==> config.mk <==
export PLATFORM = sky130hd
export DESIGN_NAME = eclt_link_mem
export DESIGN_NICKNAME = d
export VERILOG_FILES = /design/src/hw/rtl/eclt_link_mem.sv
export SDC_FILE = /design/constraint.sdc
export NUM_CORES = 1
export LEC_CHECK = 0
export ABC_CLOCK_PERIOD_IN_PS = 2000
export BUFFER_PORTS_ARGS = -buffer_cell sky130_fd_sc_hd__buf_2
export CAP_MARGIN = 20
export CORE_UTILIZATION = 50
export CTS_CLUSTER_DIAMETER = 60
export DETAILED_ROUTE_END_ITERATION = 8
export PLACE_DENSITY_LB_ADDON = 0.2
export REMOVE_ABC_BUFFERS = 1
export SYNTH_ARGS = -nofsm -noshare
export SYNTH_HDL_FRONTEND = slang
export SYNTH_SLANG_ARGS = --single-unit
export TNS_END_PERCENT = 10
==> constraint.sdc <==
create_clock -name clk_i -period 2 [get_ports clk_i]
set_input_delay 0.3 -clock clk_i [delete_from_list [all_inputs] [get_ports clk_i]]
set_output_delay 0.3 -clock clk_i [all_outputs]
set_load 0.005 [all_outputs]
==> src/hw/rtl/eclt_link_mem.sv <==
// Ring link store: next and prev fields with their own write ports and a
// shared registered read address. Depends on nothing.
`default_nettype none

module eclt_link_mem #(
  parameter int DEPTH = 64,
  parameter int IW    = 6
) (
  input  wire logic          clk_i,
  input  wire logic          next_we_i,
  input  wire logic [IW-1:0] next_waddr_i,
  input  wire logic [IW-1:0] next_wdata_i,
  input  wire logic          prev_we_i,
  input  wire logic [IW-1:0] prev_waddr_i,
  input  wire logic [IW-1:0] prev_wdata_i,
  input  wire logic [IW-1:0] raddr_i,
  output logic      [IW-1:0] next_o,
  output logic      [IW-1:0] prev_o
);

  logic [IW-1:0] next_mem [DEPTH];
  logic [IW-1:0] prev_mem [DEPTH];

  // Field writes and registered read.
  always_ff @(posedge clk_i) begin
    if (next_we_i) begin
      next_mem[next_waddr_i] <= next_wdata_i;
    end
    if (prev_we_i) begin
      prev_mem[prev_waddr_i] <= prev_wdata_i;
    end
    next_o <= next_mem[raddr_i];
    prev_o <= prev_mem[raddr_i];
  end

endmodule

`default_nettype wire

==> run metrics <==
Pins Over Slew Limit=0; initial antenna violation count=1; Buf+Inv Stages, Crit Path=0; fin nets=about 1800; WL/cell=~26 um; die width=~250 um; Data required, critical path=2.49 ns; P_leak=0.0120 uW; Final Hold Fails=0; initial core utilization=between 50% and 60%; Synth area leaders=edfxtp_1 (76%), mux4_2 (13%), mux2i_1 (2.8%); n_diodes=0; Die Y=between 200 and 250 um; routed vias=15418; # hold bufs at CTS=0; Hold Crit Start=next_wdata_i[1]; multi-input logic area=6690 um2; largest net degree at the start of global routing=65; Min Clock Period, post-route=between 1.5 and 2 ns; full die area=a little over 60000 um2; Max Cap Viol=0; Top delay family on crit path=multiplexers; Max Root-Sink Buffers=3; CTS sink cnt=780; Resize count post-CTS=0; clock root cell=clkbuf_16; number of I/O port buffers=44; Worst-Skew Late Latency=0.62 ns; Total GRT Usage=22.6%; worst hold path class=input port to register; maximum vdd drop=roughly 0.00080 V; share of cells above drive strength 1=between 30% and 40%; register bit total from synthesis=780; unrepaired setup endpoints after global routing=no; power consumption=~35000 uW; largest stage delay on the critical path=0.49 ns; worst r2r src=prev_mem[51][1]$_DFFE_PP_; global-route wire length before repair=just over 100 mm; DR DRC count=0; CP Class=register to register; CP startpoint kind=register; register area=23300 um2; mapped cell area=30500 um2; wire length on met1=~28 mm; Worst Skew=~0.025 ns; HPWL after DPL=roughly 45 mm; routability-driven placement congestion ratio=0.829; critical path's slowest cell=mux4_2; num rows=90; CTS H-Tree Depth=3; FMAX=around 0.55 GHz; postcts setup bufs=0; Synth top area share=about three quarters; Yosys top cell by area=edfxtp_1; clock slew at reported path FFs=about 0.06 ns; relative slew slack=between 30% and 40%; top-count cell post-synth=edfxtp_1; Most common cell on crit path=mux4_2; top sig layer=met4; EDFF count, synth=768; Worst-Margin Slew=roughly 1.0 ns; Layout area overhead=18.3%; Worst setup EP type=register; Cell Pwr Density=967 nW/um2; commonest register cell after synthesis=edfxtp_1; yosys warns=0; Inserted Clock Buffers=79; WL met3=between 3 and 4 mm; async set-reset flop share out of synthesis=0%; DR WL met2=34.2 mm; vias per cell=approximately 5.9; Worst Setup SP=prev_mem[51][1]$_DFFE_PP_; setup_tns=0 ns; Max Fanout on Critical Path=1; Final period util=90.4%; Post-synth top cells=edfxtp_1 (768), mux4_2 (177), nor2_1 (136), mux2i_1 (84), nand2_1 (44); DRT iter0 DRCs=approximately 1400; core area=~60000 um2; synthesized instance count=around 1500; Layout Utilization=about three fifths; routed wire length=between 60 and 70 mm; CTS tree=built; Yosys cell types=45; remaining global-route overflow=0; sequential share of the synthesized area=roughly three quarters; Fillers=roughly 4300; Final ANT Viol Nets=0; DRT Pass-1 Iters=5; CP cell instances=mux4_2 -> mux4_2 -> o211ai_1 -> o21ai_1; vias in the first global route=roughly 16000; status=completed; syn_area_per_cell=~21 um2; Ports=45; crit path DAT=2.30 ns; final setup vio count=0
[routing by layer]
metal / global-route usage [%] / vias to the layer above
met5: 0 / -
met4: 7.74 / 0
met3: 3.57 / 108
met2: 37.5 / 563
met1: 30.8 / 8054
li1: - / 6693
[final timing paths]
kind	slack, ns	endpoint	cells after the start
max	0.19	prev_o[1]$_DFF_P_	4
min	0.19	next_mem[63][1]$_DFFE_PP_	2
max reg2reg	0.19	prev_o[1]$_DFF_P_	4
min reg2reg	0.89	prev_o[0]$_DFF_P_	4
[worst reg2reg max path, cell delays in order, from the launching register on]
cell and delay [ns]:
edfxtp_1 0.38, mux4_2 0.49, mux4_2 0.48, o211ai_1 0.23, o21ai_1 0.10
[final cells by class]
| type | instances | share of cell area, % |
|---|---|---|
| Sequential cell | 780 | 64.6 |
| Multi-Input combinational cell | 597 | 18.5 |
| Timing Repair Buffer | 311 | 6.88 |
| Clock buffer | 102 | 5.92 |
| Tap cell | 782 | 2.71 |
| Clock inverter | 43 | 1.31 |
| Inverter | 3 | 0.0312 |
[sequential cells by signal, indices dropped and copies added, names as in the netlist]
| name | count |
|---|---|
| next_mem | 384 |
| prev_mem | 384 |
| next_o | 6 |
| prev_o | 6 |
[logic make-up (layout without fill, tap and decap cells)]
kind of cell | count (synthesis) | in the layout | share of synthesized area (%)
DFF | 780 | 780 | 76.4
AOI/OAI and AO/OA | 98 | 98 | 2.75
muxes | 261 | 261 | 15.8
and+or+nand+nor | 238 | 238 | 3.35
buffers and inverters | 83 | 459 | 1.62
[through the flow]
stage | area (um2) | std cells | setup WS [ns] | hold WS [ns]
floorplan | 30000 | 1380 | -0.301 | 0.399
global placement | 33400 | 2472 | -0.355 | 0.712
detailed placement | 33400 | 2472 | -0.399 | 0.705
CTS | 36000 | 2617 | 0.170 | 0.170
global route | 36100 | 2618 | 0.138 | 0.180
finish | 36100 | 2618 | 0.191 | 0.186
[cells in the final DEF (no fill, tap or decap), types with 21 or more instances in the layout]
cell type / n
nand3_1: 21
mux2i_1: 84
nor2_1: 136
mux4_2: 177
clkbuf_16: 81
nand2_1: 44
buf_4: 249
edfxtp_1: 768
buf_2: 41
[where the power goes]
part | internal (uW) | switching (uW)
clock network | 8750 | 6050
registers | 18100 | 52.5
logic | 809 | 1110
total | 27600 | 7220
Power figures use the tool's default switching activity.
