[src/hw/rtl/eclt_vertex_mem.sv]
// Vertex coordinate store: one write port, one read port, registered read.
// Depends on nothing.
`default_nettype none

module eclt_vertex_mem #(
  parameter int DEPTH      = 64,
  parameter int COORD_BITS = 16,
  parameter int IW         = 6
) (
  input  wire logic                  clk_i,
  input  wire logic                  we_i,
  input  wire logic [IW-1:0]         waddr_i,
  input  wire logic [COORD_BITS-1:0] wx_i,
  input  wire logic [COORD_BITS-1:0] wy_i,
  input  wire logic [IW-1:0]         raddr_i,
  output logic      [COORD_BITS-1:0] rx_o,
  output logic      [COORD_BITS-1:0] ry_o
);

  logic [2*COORD_BITS-1:0] mem [DEPTH];
  logic [2*COORD_BITS-1:0] rd_q;

  // Write and registered read.
  always_ff @(posedge clk_i) begin
    if (we_i) begin
      mem[waddr_i] <= {wx_i, wy_i};
    end
    rd_q <= mem[raddr_i];
  end

  assign rx_o = rd_q[2*COORD_BITS-1:COORD_BITS];
  assign ry_o = rd_q[COORD_BITS-1:0];

endmodule

`default_nettype wire

[config.mk]
export PLATFORM = sky130hd
export DESIGN_NAME = eclt_vertex_mem
export DESIGN_NICKNAME = d
export VERILOG_FILES = /design/src/hw/rtl/eclt_vertex_mem.sv
export SDC_FILE = /design/constraint.sdc
export NUM_CORES = 2
export LEC_CHECK = 0
export BUFFER_PORTS_ARGS = -buffer_cell sky130_fd_sc_hd__buf_2
export CORE_ASPECT_RATIO = 1.4
export CORE_MARGIN = 2
export CORE_UTILIZATION = 44
export DETAILED_ROUTE_END_ITERATION = 7
export GPL_TIMING_DRIVEN = 0
export SYNTH_ARGS = -nofsm -noshare
export SYNTH_HDL_FRONTEND = slang
export SYNTH_SLANG_ARGS = --single-unit
[constraint.sdc]
create_clock -name clk_i -period 4.5 [get_ports clk_i]
set_input_delay 0.9 -clock clk_i [delete_from_list [all_inputs] [get_ports clk_i]]
set_output_delay 0.9 -clock clk_i [all_outputs]
set_load 0.05 [all_outputs]
==> results.json <==
{
  "synth-seq-cells": 2080,
  "powerDensity_nw_per_um2": 437.1,
  "critPathLaunchType": "primary input",
  "synth_seq_area_share_pct": 79.14,
  "vias": 38339,
  "period_minus_slack_ps": 4450,
  "antenna_found_initial": 26,
  "async_flop_share_pct": 0,
  "placed_area_um2": 83760,
  "cts_num_sinks": 2080,
  "ys_types": 34,
  "clock_latency_ps": 820,
  "cts.path.max_buffers": 3,
  "r2r_cells": 4,
  "synthTopCellsByArea": "edfxtp_1 78%, mux4_2 16%, mux2i_1 1.2%, dfxtp_1 0.82%, o22ai_1 0.67%",
  "hpwl_um": 154900,
  "critical_path.cell_chain": "buf_2 -> buf_2 -> buf_2 -> buf_1 -> nand3b_1 -> o221ai_1 -> a21oi_1 -> a21oi_1 -> nor2_1",
  "path_buf_inv": 4,
  "path_max_fanout": 10,
  "vias_per_cell": 6.255,
  "syn-mean-instance-area_um2": 23.62,
  "leakagePower_uw": 0.02757,
  "grt_overflow": 0,
  "clockRootBuffer": "clkbuf_16",
  "clk_pin_slew_ps": 60,
  "timing.critical_path.slowest_stage_cell": "buf_1",
  "slew_headroom_pct": -1.706,
  "rrSetupSlack_ps": 1760,
  "track_usage_pct": 26.16,
  "fin_ws_ps": 50.09,
  "cp_slowest_stage_delay_ps": 830,
  "holdCritStartpoint": "wy_i[12]",
  "coreArea_um2": 177500,
  "grt_first_pass_wirelength_um": 319900,
  "synth_warnings": 0,
  "hold_class": "primary input to flip-flop",
  "ir_worst_vdd_uv": 395.2,
  "critPathArrivalTime_ps": 5100,
  "die_y_um": 503.8,
  "min_path_cells": 1,
  "yosysTopAreaCellShare_pct": 78.33,
  "syn_nets": 3370,
  "postRouteAntennaNets": 0,
  "crit_family": "buffers and inverters",
  "crit_top_cell": "buf_2",
  "finalInstanceArea_um2": 89500,
  "drcViolationCount": 0,
  "clock_skew_ps": 18.26,
  "post_cts_resized": 0,
  "tightest_slew_ps": 1526,
  "final-hold-violation-count": 0,
  "crit_type": "primary input to flip-flop",
  "dieArea_um2": 181900,
  "hold_buffers": 0,
  "ys.flop_type": "edfxtp_1",
  "syn_area_um2": 78520,
  "cap_violations": 1,
  "cp-end-kind": "flip-flop",
  "post_cts_buffers": 0,
  "drtPass1Iterations": 6,
  "layout.nets": 3711,
  "cts_buffers": 190,
  "grt_max_degree": 65,
  "violations": "capacitance limit, slew limit",
  "die_w_um": 361.0,
  "rows": 183,
  "dp_slack_ps": -643.4,
  "crit_required_ps": 5150,
  "initial_core_util_pct": 44.25,
  "drt-total-wl_um": 237200,
  "dpl.cell_count": 5783,
  "h-tree-depth": 4,
  "place.gp.congestion": 0.9496,
  "post-synth-top-count-cell": "edfxtp_1",
  "grt_pass1_vias": 38225,
  "r2r_end": "rd_q[22]",
  "rsz0062_at_grt": "false",
  "synth_common_cells": "2,048 x edfxtp_1, 544 x mux4_2, 137 x nor2_1, 93 x mux2i_1, 84 x o22ai_1",
  "fmax_mhz": 224.7,
  "io_pins": 78,
  "period_share_pct": 98.89,
  "synth_edf_count": 2048,
  "yosysTopAreaCell": "edfxtp_1",
  "drive_above_1_share_pct": 28.76,
  "synthCells": 3324,
  "status": "finished, violations left",
  "slew_violations": 11,
  "port_buffers": 69,
  "finalNonFillerCells": 6129,
  "finalSetupViolCount": 0,
  "first_iter_violations": 5468,
  "setup_tns_ps": 0,
  "routedWlPerCell_um": 38.70,
  "cts_tree": "done",
  "hold_path_end": "mem[30][12]",
  "area_growth_pct": 13.99,
  "timing.rr.start": "mem[15][22]"
}
## flip-flops by register name, indices dropped and copies added, names as in the netlist
signal  count
rd_q       32
mem      2048
## power breakdown
part	leakage, uW	internal, uW	switching [uW]
combinational	0.00610	735	1720
clock	0.00278	8200	6970
sequential	0.0187	21500	38.3
## cell families (layout without fill, tap and decap cells)
group / Yosys count / count (layout) / synth area share (%)
compound gates: 202 / 202 / 1.673
buf+inv: 182 / 669 / 1.128
flops: 2080 / 2080 / 79.14
mux: 637 / 637 / 16.79
other cells: 0 / 6 / 0
simple gates: 223 / 223 / 1.265
## per-layer routing
| layer | vias to the layer above | global-route usage, % | share of wire, % |
|---|---|---|---|
| met2 | 2119 | 43.32 | 50 |
| li1 | 14943 | - | - |
| met4 | 20 | 13.37 | 6.1 |
| met1 | 20756 | 32.40 | 35 |
| met3 | 501 | 5.745 | 8.9 |
| met5 | - | 0.8214 | 0.14 |
## final cells by class
cell class                      count  area (um^2)
Clock buffer                      253         5120
Buffer                            182        888.4
Timing Repair Buffer              149         1933
Fill cell                       13731        87950
Multi-Input combinational cell   1062        15970
Tap cell                         2312         2893
Clock inverter                     85        543.0
Sequential cell                  2080        62140
Antenna cell                        6        15.01
## metrics by stage
step           hold slack, ps  total power [uW]  util (%)
3_5_place_dp             1079             24340     47.20
2_1_floorplan           663.2             23090         -
6_report                556.0             39120     50.43
3_3_place_gp             1053             24260     46.07
5_1_grt                 535.8             40010     50.43
4_1_cts                 629.0             39240     50.39
## how the worst max path moves through the flow
stage | start | endpoint | slack [ps] | cells past startpoint
floorplan | waddr_i[3] | mem[48][0] | 440 | 4
global placement | waddr_i[3] | mem[49][16] | -3700 | 4
detailed placement | raddr_i[1] | rd_q[13] | -640 | 9
CTS | raddr_i[1] | rd_q[13] | 240 | 9
global route | raddr_i[1] | rd_q[13] | 130 | 9
finish | raddr_i[1] | rd_q[9] | 50 | 9
## placed cells by master (no fill, tap or decap), types with 3 or more instances in the layout
cell	count
or3_1	3
o221ai_1	27
nand2b_1	8
nor2b_1	15
buf_1	20
buf_16	7
clkbuf_1	125
mux2i_1	93
nand3_1	5
clkbuf_8	4
a22oi_1	12
a41o_1	4
clkinvlp_4	3
a311oi_1	8
edfxtp_1	2048
clkbuf_2	4
nand3b_1	5
clkbuf_16	194
and3_1	4
inv_6	8
or3b_2	3
bufinv_16	4
buf_12	62
buf_6	14
nor3_1	5
mux4_2	544
o32ai_1	4
o22ai_1	84
buf_2	118
a21oi_1	62
nor2_1	75
buf_4	34
nand2_1	26
clkinv_1	40
diode_2	6
dfxtp_1	32
nor2_4	62
clkinv_2	27
Note: power is estimated with default switching activity, not from simulation.
