## config.mk

```make
export PLATFORM = sky130hd
export DESIGN_NAME = eclt_area_unit
export DESIGN_NICKNAME = d
export VERILOG_FILES = /design/src/hw/rtl/eclt_pkg.sv /design/src/hw/rtl/eclt_area_unit.sv
export SDC_FILE = /design/constraint.sdc
export NUM_CORES = 1
export LEC_CHECK = 0
export BUFFER_PORTS_ARGS = -buffer_cell sky130_fd_sc_hd__buf_2
export CORE_AREA = 4 4 235 237
export CTS_BUF_LIST = sky130_fd_sc_hd__clkbuf_4
export DETAILED_ROUTE_END_ITERATION = 8
export DIE_AREA = 0 0 239 241
export HOLD_SLACK_MARGIN = 0.15
export REMOVE_ABC_BUFFERS = 1
export SLEW_MARGIN = 5
export SYNTH_ARGS = -nofsm -noshare
export SYNTH_HDL_FRONTEND = slang
export SYNTH_SLANG_ARGS = --single-unit
```

## constraint.sdc

```tcl
create_clock -name clk_i -period 22.4 [get_ports clk_i]
set_input_delay 4.48 -clock clk_i [delete_from_list [all_inputs] [get_ports clk_i]]
set_output_delay 4.48 -clock clk_i [all_outputs]
set_load 0.03 [all_outputs]
```

## src/hw/rtl/eclt_pkg.sv

```systemverilog
// Package for the ear clipping triangulator: sequencer states, area unit
// phases and operand selection codes. Depends on nothing.
`default_nettype none

package eclt_pkg;

  // Main sequencer states.
  typedef enum logic [4:0] {
    S_LOAD, S_INIT, S_CHECK, S_LRD, S_LWT, S_VP, S_VT, S_VN, S_VW,
    S_T2, S_T2W, S_JL, S_JLW, S_JCHK, S_JW, S_SUB, S_SUBW, S_CMP,
    S_EMIT, S_MISS, S_ERR
  } state_e;

  // Phases of the shared turn unit.
  typedef enum logic [1:0] {
    PH_IDLE, PH_MUL_A, PH_MUL_B, PH_SUB
  } area_ph_e;

  // Which three corners feed the turn unit.
  typedef enum logic [1:0] {
    OP_JTN, OP_PJN, OP_PTJ, OP_PTN
  } area_op_e;

  // Reset value of the inside tolerance.
  localparam logic [15:0] TOL_RESET = 16'd512;

endpackage

`default_nettype wire

```

## src/hw/rtl/eclt_area_unit.sv

```systemverilog
// Shared turn unit: (b-a) x (c-b) with one multiplier.
// Depends on eclt_pkg.
`default_nettype none

module eclt_area_unit #(
  parameter int COORD_BITS = 16
) (
  input  wire logic                         clk_i,
  input  wire logic                         rst_ni,
  input  wire logic                         start_i,
  input  wire logic signed [COORD_BITS-1:0] ax_i,
  input  wire logic signed [COORD_BITS-1:0] ay_i,
  input  wire logic signed [COORD_BITS-1:0] bx_i,
  input  wire logic signed [COORD_BITS-1:0] by_i,
  input  wire logic signed [COORD_BITS-1:0] cx_i,
  input  wire logic signed [COORD_BITS-1:0] cy_i,
  output logic                              done_o,
  output logic signed [2*COORD_BITS+2:0]    turn_o
);

  localparam int DW = COORD_BITS + 1;
  localparam int PW = 2 * DW;
  localparam int TW = PW + 1;

  eclt_pkg::area_ph_e ph_q, ph_d;
  logic signed [DW-1:0] d1x_q, d1y_q, d2x_q, d2y_q;
  logic signed [DW-1:0] op_a, op_b;
  logic signed [PW-1:0] prod_q, acc_q, mul;
  logic signed [TW-1:0] turn_q;
  logic                 done_q;

  // Phase sequencing.
  always_comb begin
    ph_d = ph_q;
    case (ph_q)
      eclt_pkg::PH_IDLE:  if (start_i) ph_d = eclt_pkg::PH_MUL_A;
      eclt_pkg::PH_MUL_A: ph_d = eclt_pkg::PH_MUL_B;
      eclt_pkg::PH_MUL_B: ph_d = eclt_pkg::PH_SUB;
      eclt_pkg::PH_SUB:   ph_d = eclt_pkg::PH_IDLE;
      default:            ph_d = eclt_pkg::PH_IDLE;
    endcase
  end

  always_ff @(posedge clk_i or negedge rst_ni) begin
    if (!rst_ni) begin
      ph_q   <= eclt_pkg::PH_IDLE;
      done_q <= 1'b0;
    end else begin
      ph_q   <= ph_d;
      done_q <= (ph_q == eclt_pkg::PH_SUB);
    end
  end

  // The single multiplier takes the first cross term, then the second.
  assign op_a = (ph_q == eclt_pkg::PH_MUL_A) ? d1x_q : d1y_q;
  assign op_b = (ph_q == eclt_pkg::PH_MUL_A) ? d2y_q : d2x_q;
  assign mul  = PW'(op_a) * PW'(op_b);

  // Edge vectors, products and the final difference.
  always_ff @(posedge clk_i) begin
    if (ph_q == eclt_pkg::PH_IDLE && start_i) begin
      d1x_q <= DW'(bx_i) - DW'(ax_i);
      d1y_q <= DW'(by_i) - DW'(ay_i);
      d2x_q <= DW'(cx_i) - DW'(bx_i);
      d2y_q <= DW'(cy_i) - DW'(by_i);
    end
    if (ph_q == eclt_pkg::PH_MUL_A || ph_q == eclt_pkg::PH_MUL_B) begin
      prod_q <= mul;
    end
    if (ph_q == eclt_pkg::PH_MUL_B) begin
      acc_q <= prod_q;
    end
    if (ph_q == eclt_pkg::PH_SUB) begin
      turn_q <= TW'(acc_q) - TW'(prod_q);
    end
  end

  assign done_o = done_q;
  assign turn_o = turn_q;

endmodule

`default_nettype wire

```

==> summary.txt, run 1 <==
Drt
  – Via/cell ratio: 4.98
  – Drt wl/cell: 17.4 µm
  – DRC errors left: 0
  – 1st-pass router iterations: 7
  – Total number of vias: 14771
  – DRT iter0 DRCs: 709
  – Final ANT Viol Nets: 0
  – Detailed Route WL: 51500 µm

Clock tree
  – CTS root buffer: clkbuf_4
  – # hold bufs at CTS: 0
  – CTS H-tree lvls: 4
  – TritonCTS Buffers: 17
  – CTS tree: built
  – Sink Count: 174
  – Worst-path clk slew: 150 ps
  – Clock insertion delay at the later pin of the skew report: 690 ps
  – CTS Buffer Depth: 2
  – PostCTS Resize Cnt: 0
  – Post-CTS setup buffer count: 0

Yosys
  – Library cells used by synthesis: 61
  – Ys flop type: edfxtp_1
  – Post-synthesis cell count: 2117
  – Synthesized area per cell: 9.97 µm²
  – Most common cell in the synthesized netlist: inv_1
  – Number of synthesized flops with an enable pin: 171
  – Post-synth ARST share: 0.0172
  – Top-area cell type share of the netlist area: 0.285
  – Dominant cell type by area after synthesis: fa_1
  – Seq/Total Area, Yosys: 0.247
  – Commonest cells in the netlist: inv_1, fa_1, nor2_1
  – FF+latch count, synth: 174
  – Synth area leaders: fa_1, edfxtp_1, ha_1
  – Mapped Area: 0.0211 mm²
  – Ys Warns: 0

Floorplan
  – Die ar.: 0.0576 mm²
  – Die Y: 241 µm
  – Core ar.: 0.0533 mm²
  – Ports: 135
  – Rows: 85
  – Starting Density: 0.396
  – Die width: 239 µm

Worst setup path
  – Crit path required time: 22860 ps
  – Crit start category: flip-flop
  – Crit end category: flip-flop
  – Setup crit end: prod_q[33]$_DFFE_PP_
  – Worst R2R End: prod_q[33]$_DFFE_PP_
  – Reg-to-reg slack, setup: 13890 ps
  – CP Class: flip-flop to flip-flop
  – Worst r2r src: ph_q[1]$_DFFE_PN0P_
  – CP startpoint: ph_q[1]$_DFFE_PN0P_
  – Register-to-Register Path Depth: 25
  – Crit path arrival time: 8970 ps
  – Crit path max fanout: 42

Timing
  – Worst-Margin Slew: 1170 ps
  – Setup-failing EPs final: 0
  – Final min period: 8510 ps
  – Fin Setup TNS: 0 ps
  – Final Hold Fails: 0
  – Final period util: 0.380
  – Fin Clk Skew: 26.6 ps
  – Pins over their slew limit: 0
  – Headroom to the max-slew limit: 0.194
  – RSZ-0062 raised after global routing: false
  – Fmax: 118 MHz

Min path
  – Worst hold-check path type: flip-flop to flip-flop

Finish
  – Nets: 2846
  – Layout cells sized above 1: 0.102
  – Area growth syn-to-layout: 8.84%

Place
  – RD Place Congestion: 0.933
  – IO Port Bufs: 134
  – DP HPWL: 43500 µm

Global routing
  – First-pass GRT wire length: 82700 µm
  – Antenna violations before repair: 1
  – Largest net degree at the start of global routing: 69
  – All-Layer GR Usage: 0.185
  – Met1 Use GR: 0.249
  – Number of global-route vias before repair: 15709
  – GRT met3 Usage: 0.0288
  – GRT met2 Usage: 0.312
  – Total gr overflow: 0
  – GRT busiest layer: met2

Outcome
  – Outcome: completed

Run
  – Max-cap viol count: 0
worst min-delay path by stage:
stage,from,to,slack [ps],cells past startpoint
after detailed placement,prod_q[16]$_DFFE_PP_,acc_q[16]$_DFFE_PP_,430,0
after global routing,prod_q[11]$_DFFE_PP_,acc_q[11]$_DFFE_PP_,480,0
after floorplan,prod_q[10]$_DFFE_PP_,acc_q[10]$_DFFE_PP_,430,0
after global placement,prod_q[12]$_DFFE_PP_,acc_q[12]$_DFFE_PP_,430,0
after CTS,prod_q[16]$_DFFE_PP_,acc_q[16]$_DFFE_PP_,470,0
final,prod_q[13]$_DFFE_PP_,acc_q[13]$_DFFE_PP_,460,0
cell usage in the layout, fill, tap and decap left out, types with 5 or more instances in the layout:
master      n
o21ai_1    24
clkbuf_4   19
fa_1      301
nand2_1   167
and2_1      6
buf_4      23
a21oi_1    90
nand2b_1   15
mux2i_1    34
o41ai_1     5
a31oi_1    14
or2_2       5
and3_1     14
nand3b_1    6
o31a_1      9
nor2_1    239
edfxtp_1  171
xor2_1     19
buf_2     134
mux2_2     29
o21a_1     31
a211o_1     7
nor2b_1    22
o211ai_1    9
or2_1       5
nand3_1    15
a21o_1     21
inv_1     424
ha_1      186
o21ai_0    25
nor3_1     38
xnor2_1    84
o21bai_1   10
final cells by class:
| cell class | count | area (µm²) |
|---|---|---|
| Timing Repair Buffer | 157 | 843 |
| Multi-Input combinational cell | 1482 | 14200 |
| Sequential cell | 174 | 5210 |
| Tap cell | 696 | 871 |
| Clock inverter | 13 | 130 |
| Clock buffer | 19 | 143 |
| Inverter | 426 | 1600 |
| Antenna cell | 1 | 2.50 |
| Fill cell | 5204 | 30300 |
flip-flops by register name, indices dropped and copies added, names as in the netlist:
signal / cells
prod_q: 34
d2x_q: 17
d2y_q: 17
d1x_q: 17
done_o: 1
ph_q: 2
turn_o: 35
acc_q: 34
d1y_q: 17
metal layers:
metal  part of all wire  wire (µm)
met1               0.45      23300
met2               0.47      24300
met3              0.052       2660
met4              0.023       1160
met5                  0          0
cells by family (layout without fill, tap and decap cells):
kind of cell               Yosys count  count (layout)  synth area share
DFF                                174             174             0.247
buffers and inverters              461             615            0.0824
adders and majority gates          489             489             0.397
other                                0               1                 0
and+or+nand+nor                    543             543             0.110
AOI/OAI and AO/OA                  282             282            0.0882
muxes                               65              65            0.0327
xor gates and xnor gates           103             103            0.0427
metrics by stage:
stage / area (µm²) / setup slack (ps) / util / hold WS [ps] / std cells
after floorplan: 21000 / 13650 / - / 426 / 2082
after global placement: 22700 / 14070 / 0.426 / 434 / 2935
after detailed placement: 22700 / 13860 / 0.426 / 434 / 2935
after CTS: 23000 / 13870 / 0.431 / 469 / 2967
after global routing: 23000 / 13400 / 0.431 / 477 / 2968
final: 23000 / 13890 / 0.431 / 462 / 2968
critical path, cell delays in order (launching register included):
cell and delay [ps]:
dfrtp_1 440, inv_1 150, ha_4 420, buf_4 590, mux2i_1 1020, inv_2 230
nand2_1 160, fa_1 440, fa_1 490, inv_1 50, fa_1 500, fa_1 430
fa_1 490, inv_1 50, fa_1 470, inv_1 40, ha_1 360, a211o_1 320
a311oi_1 260, o311a_1 210, a21oi_2 60, a311oi_4 370, a21oi_2 190, a2111oi_4 300
nor3_1 110, xnor2_1 130
Power of run 1 is left out: the tool's default activity adds up to more than one toggle a clock period on the data nets, which glitch-free logic cannot reach.
==> run 2: changes to the inputs <==
- clock period: 22.4 -> 8.2 ns (I/O delays scaled with it)
==> summary.txt, run 2 (synthesis gave the netlist of run 1 again) <==
Finish
  – FF+latch area: 0.00521 mm²
  – Number of fill cells: 5118
  – Final core utilization: 0.434
  – Max reg flops: 35
  – Most frequent cells in the layout: inv_1, fa_1, nor2_1, ha_1, edfxtp_1
  – Most common cell after layout, fill and taps aside: inv_1
  – Nets: 2863
  – Layout cells sized above 1: 0.111
  – Area growth syn-to-layout: 9.57%
  – Multi-input logic area: 0.0142 mm²

Timing
  – Pins over their slew limit: 0
  – Setup-failing EPs final: 0
  – Final period util: 0.952
  – Worst-Margin Slew: 971 ps
  – Fin Clk Skew: 27.1 ps
  – Hold slack final: 464 ps
  – Headroom to the max-slew limit: 0.353
  – Final Hold Fails: 0
  – Setup ws final: 392 ps
  – Fmax: 128 MHz
  – RSZ-0062 raised after global routing: false
  – Final min period: 7810 ps

Clock tree
  – CTS Buffer Depth: 2
  – CTS H-tree lvls: 4
  – Sink Count: 174
  – Clock insertion delay at the later pin of the skew report: 710 ps
  – # hold bufs at CTS: 0
  – Worst-path clk slew: 140 ps
  – TritonCTS Buffers: 17
  – CTS tree: built
  – CTS root buffer: clkbuf_4

Global routing
  – Largest net degree at the start of global routing: 69
  – Antenna violations before repair: 1
  – All-Layer GR Usage: 0.188
  – Number of global-route vias before repair: 15853
  – Total gr overflow: 0
  – First-pass GRT wire length: 84600 µm

Worst setup path
  – Crit path largest cell delay: 720 ps
  – Crit path max fanout: 25
  – Register-to-Register Path Depth: 24
  – Crit start category: flip-flop
  – Top delay family on crit path: adder cells
  – CP Class: flip-flop to flip-flop
  – CP Buf/Inv Count: 5
  – Crit path required time: 8650 ps
  – Most frequent CP cell: fa_1
  – Crit path arrival time: 8260 ps
  – Levels on crit path: 24
  – Crit end category: flip-flop
  – Slowest cell on the critical path: mux2i_2
  – Crit-path cells: inv_1, ha_4, mux2i_2, nor2_1, fa_1, inv_1, fa_1, inv_1, fa_1, fa_1, fa_1, inv_1, fa_1, inv_1, ha_1, a211o_1, a311oi_1, o311a_1, a21oi_2, a311oi_4, a21oi_2, a2111oi_4, nor3_1, xnor2_1

Drt
  – 1st-pass router iterations: 5
  – Drt wl/cell: 17.6 µm
  – Final ANT Viol Nets: 0
  – DRC errors left: 0
  – Total number of vias: 14856
  – DRT iter0 DRCs: 675
  – Detailed Route WL: 52500 µm
  – Via/cell ratio: 4.98

Floorplan
  – Core ar.: 0.0533 mm²
  – Rows: 85
  – Die ar.: 0.0576 mm²
  – Starting Density: 0.396
  – Die Y: 241 µm
  – Ports: 135
  – Die width: 239 µm

Place
  – IO Port Bufs: 134
  – RD Place Congestion: 0.897
  – DP HPWL: 44200 µm
  – Pre-CTS WS: 151 ps

Run
  – Max-cap viol count: 0

Min path
  – Worst hold-check path type: flip-flop to flip-flop
  – Hold path depth: 0

Outcome
  – Outcome: completed
## run 2: changes by cell type in the layout (fill, tap and decap cells not counted), moves of 2 or more
cell / previous run / this run
clkinv_4: 4 / 2
buf_4: 23 / 39
mux2i_2: 0 / 4
mux2i_1: 34 / 30
## run 2: layer usage
layer / GRT usage / vias to the layer above / share of wire
li1: - / 7179 / -
met1: 0.258 / 7294 / 0.47
met2: 0.317 / 335 / 0.47
met3: 0.0263 / 48 / 0.039
met4: 0.0509 / 0 / 0.019
met5: 0 / - / 0
## run 2: timing repair
item | in CTS | in global routing
resized for setup | 0 | 4
buffers inserted | 0 | 0
setup endpoints to repair | 0 | 5
## run 2: area by class of cell
type | instances | area share
antenna | 1 | 0.000108
clock buffer | 19 | 0.00617
clock inverter | 13 | 0.00557
inverter | 426 | 0.0691
multi-input combinational | 1482 | 0.614
sequential | 174 | 0.225
tap | 696 | 0.0376
timing repair buffer | 174 | 0.0425
## run 2: worst paths after layout
check / start / end / slack, ps
worst max-delay path: ph_q[1]$_DFFE_PN0P_ / prod_q[33]$_DFFE_PP_ / 390
min in group asynchronous: rst_ni / done_o$_DFF_PN0_ / 720
worst min-delay path: prod_q[9]$_DFFE_PP_ / acc_q[9]$_DFFE_PP_ / 460
max in group asynchronous: rst_ni / ph_q[1]$_DFFE_PN0P_ / 7360
worst min register to register: prod_q[9]$_DFFE_PP_ / acc_q[9]$_DFFE_PP_ / 460
worst max register to register: ph_q[1]$_DFFE_PN0P_ / prod_q[33]$_DFFE_PP_ / 390
## run 2: metrics by stage
step                      cell area, µm²  TNS, ps  cells
after global placement             22800        0   2952
after global routing               23100        0   2985
after detailed placement           22800        0   2952
after floorplan                    21000    -2700   2082
after CTS                          23100        0   2984
final                              23100        0   2985
## run 2: worst register-to-register path, stage by stage, from the launching register on
cell	delay (ps)
dfrtp_1	440
inv_1	150
ha_4	450
mux2i_2	750
nor2_1	200
fa_1	570
inv_1	60
fa_1	530
inv_1	50
fa_1	540
fa_1	440
fa_1	500
inv_1	50
fa_1	470
inv_1	40
ha_1	360
a211o_1	320
a311oi_1	250
o311a_1	210
a21oi_2	70
a311oi_4	370
a21oi_2	180
a2111oi_4	320
nor3_1	110
xnor2_1	130
Power of run 2 is left out for the same reason.
==> run 3: changes to the inputs <==
- REMOVE_ABC_BUFFERS: 1 -> unset
==> summary.txt, run 3 (synthesis gave the netlist of run 1 again) <==
Floorplan
  – Die ar.: 0.0576 mm²
  – Core ar.: 0.0533 mm²
  – Starting Density: 0.396
  – Ports: 135
  – Rows: 85
  – Die Y: 241 µm
  – Die width: 239 µm

Worst setup path
  – Crit path max fanout: 64
  – Crit path required time: 8660 ps
  – Crit end category: flip-flop
  – Most frequent CP cell: fa_1
  – Crit path arrival time: 8170 ps
  – CP Class: flip-flop to flip-flop
  – Slowest cell on the critical path: mux2i_1
  – Crit path largest cell delay: 620 ps
  – Crit start category: flip-flop

Clock tree
  – # hold bufs at CTS: 0
  – PostCTS Resize Cnt: 0
  – Worst-path clk slew: 150 ps
  – CTS tree: built
  – TritonCTS Buffers: 17
  – Sink Count: 174
  – CTS H-tree lvls: 4
  – Clock insertion delay at the later pin of the skew report: 710 ps
  – CTS Buffer Depth: 2
  – CTS root buffer: clkbuf_4
  – Post-CTS setup buffer count: 0

Drt
  – DRC errors left: 0
  – Drt wl/cell: 17.9 µm
  – Total number of vias: 14894
  – Met1 WL: 24300 µm
  – Routed wl met2: 25100 µm
  – 1st-pass router iterations: 5
  – DRT iter0 DRCs: 697
  – Detailed Route WL: 53400 µm
  – Max layer used: met4
  – Final ANT Viol Nets: 0
  – Met3 wire len: 2350 µm
  – Via/cell ratio: 4.99

Timing
  – Final Hold Fails: 0
  – Pins over their slew limit: 0
  – Fin Setup TNS: 0 ps
  – Fin Clk Skew: 26.8 ps
  – RSZ-0062 raised after global routing: false
  – Headroom to the max-slew limit: 0.398
  – Setup-failing EPs final: 0
  – Final min period: 7700 ps
  – Fmax: 130 MHz
  – Final period util: 0.939
  – Worst-Margin Slew: 903 ps

Place
  – IO Port Bufs: 134
  – RD Place Congestion: 0.936
  – DP HPWL: 45200 µm

Outcome
  – Outcome: completed

Finish
  – Most frequent cells in the layout: inv_1, fa_1, nor2_1, ha_1, edfxtp_1
  – Area growth syn-to-layout: 9.52%
  – Nets: 2862
  – Max reg flops: 35
  – Layout cells sized above 1: 0.108
  – Most common cell after layout, fill and taps aside: inv_1

Global routing
  – All-Layer GR Usage: 0.190
  – Number of global-route vias before repair: 16035
  – Total gr overflow: 0
  – First-pass GRT wire length: 85300 µm
  – Largest net degree at the start of global routing: 69
  – Antenna violations before repair: 1

Run
  – Max-cap viol count: 0

Yosys
  – Syn_nets: 2705

Min path
  – Worst hold-check path type: flip-flop to flip-flop
-- run 3: cell count changes in the layout (fill, tap and decap cells not counted), sizes merged --
| cell | delta |
|---|---|
| clkinvlp | +1 |
| bufinv | +1 |
| clkinv | +1 |
| inv | -3 |
| buf | -1 |
-- run 3: cell type report --
class | instances | area [µm²]
antenna | 1 | 2.50
timing repair buffer | 173 | 976
multi-input combinational | 1482 | 14200
inverter | 426 | 1600
sequential | 174 | 5210
clock inverter | 13 | 141
fill | 5129 | 30200
tap | 696 | 871
clock buffer | 19 | 143
-- run 3: through the flow --
stage	worst slack, ps	cell area (µm²)	hold slack (ps)	utilization	cells
after global placement	608	22800	434	0.429	2951
after CTS	474	23100	453	0.434	2983
after global routing	80.0	23100	479	0.434	2984
final	497	23100	451	0.434	2984
after detailed placement	485	22800	435	0.429	2951
after floorplan	447	21100	426	-	2117
-- run 3: worst paths after layout --
kind,startpoint,to,slack [ps],depth (start not counted)
min in group asynchronous,rst_ni,done_o$_DFF_PN0_,710,1
max,ph_q[1]$_DFFE_PN0P_,prod_q[33]$_DFFE_PP_,500,25
min,prod_q[18]$_DFFE_PP_,acc_q[18]$_DFFE_PP_,450,0
max reg2reg,ph_q[1]$_DFFE_PN0P_,prod_q[33]$_DFFE_PP_,500,25
min reg2reg,prod_q[18]$_DFFE_PP_,acc_q[18]$_DFFE_PP_,450,0
max in group asynchronous,rst_ni,ph_q[1]$_DFFE_PN0P_,7350,1
-- run 3: critical path: cells and delay by family (launching register included) --
| family | cells | cell delay, ps |
|---|---|---|
| adder cells (fa/ha/maj) | 8 | 3550 |
| AO/OA/AOI/OAI | 7 | 1720 |
| buffers and inverters | 6 | 670 |
| multiplexers | 1 | 620 |
| flip-flops | 1 | 450 |
| AND/OR/NAND/NOR | 2 | 250 |
| XOR/XNOR | 1 | 130 |
-- run 3: layer usage --
metal  vias up  global-route usage
li1       7150                   -
met1      7326               0.253
met2       349               0.320
met3        69              0.0307
met4         0              0.0656
met5         -                   0
Power of run 3 is left out for the same reason.
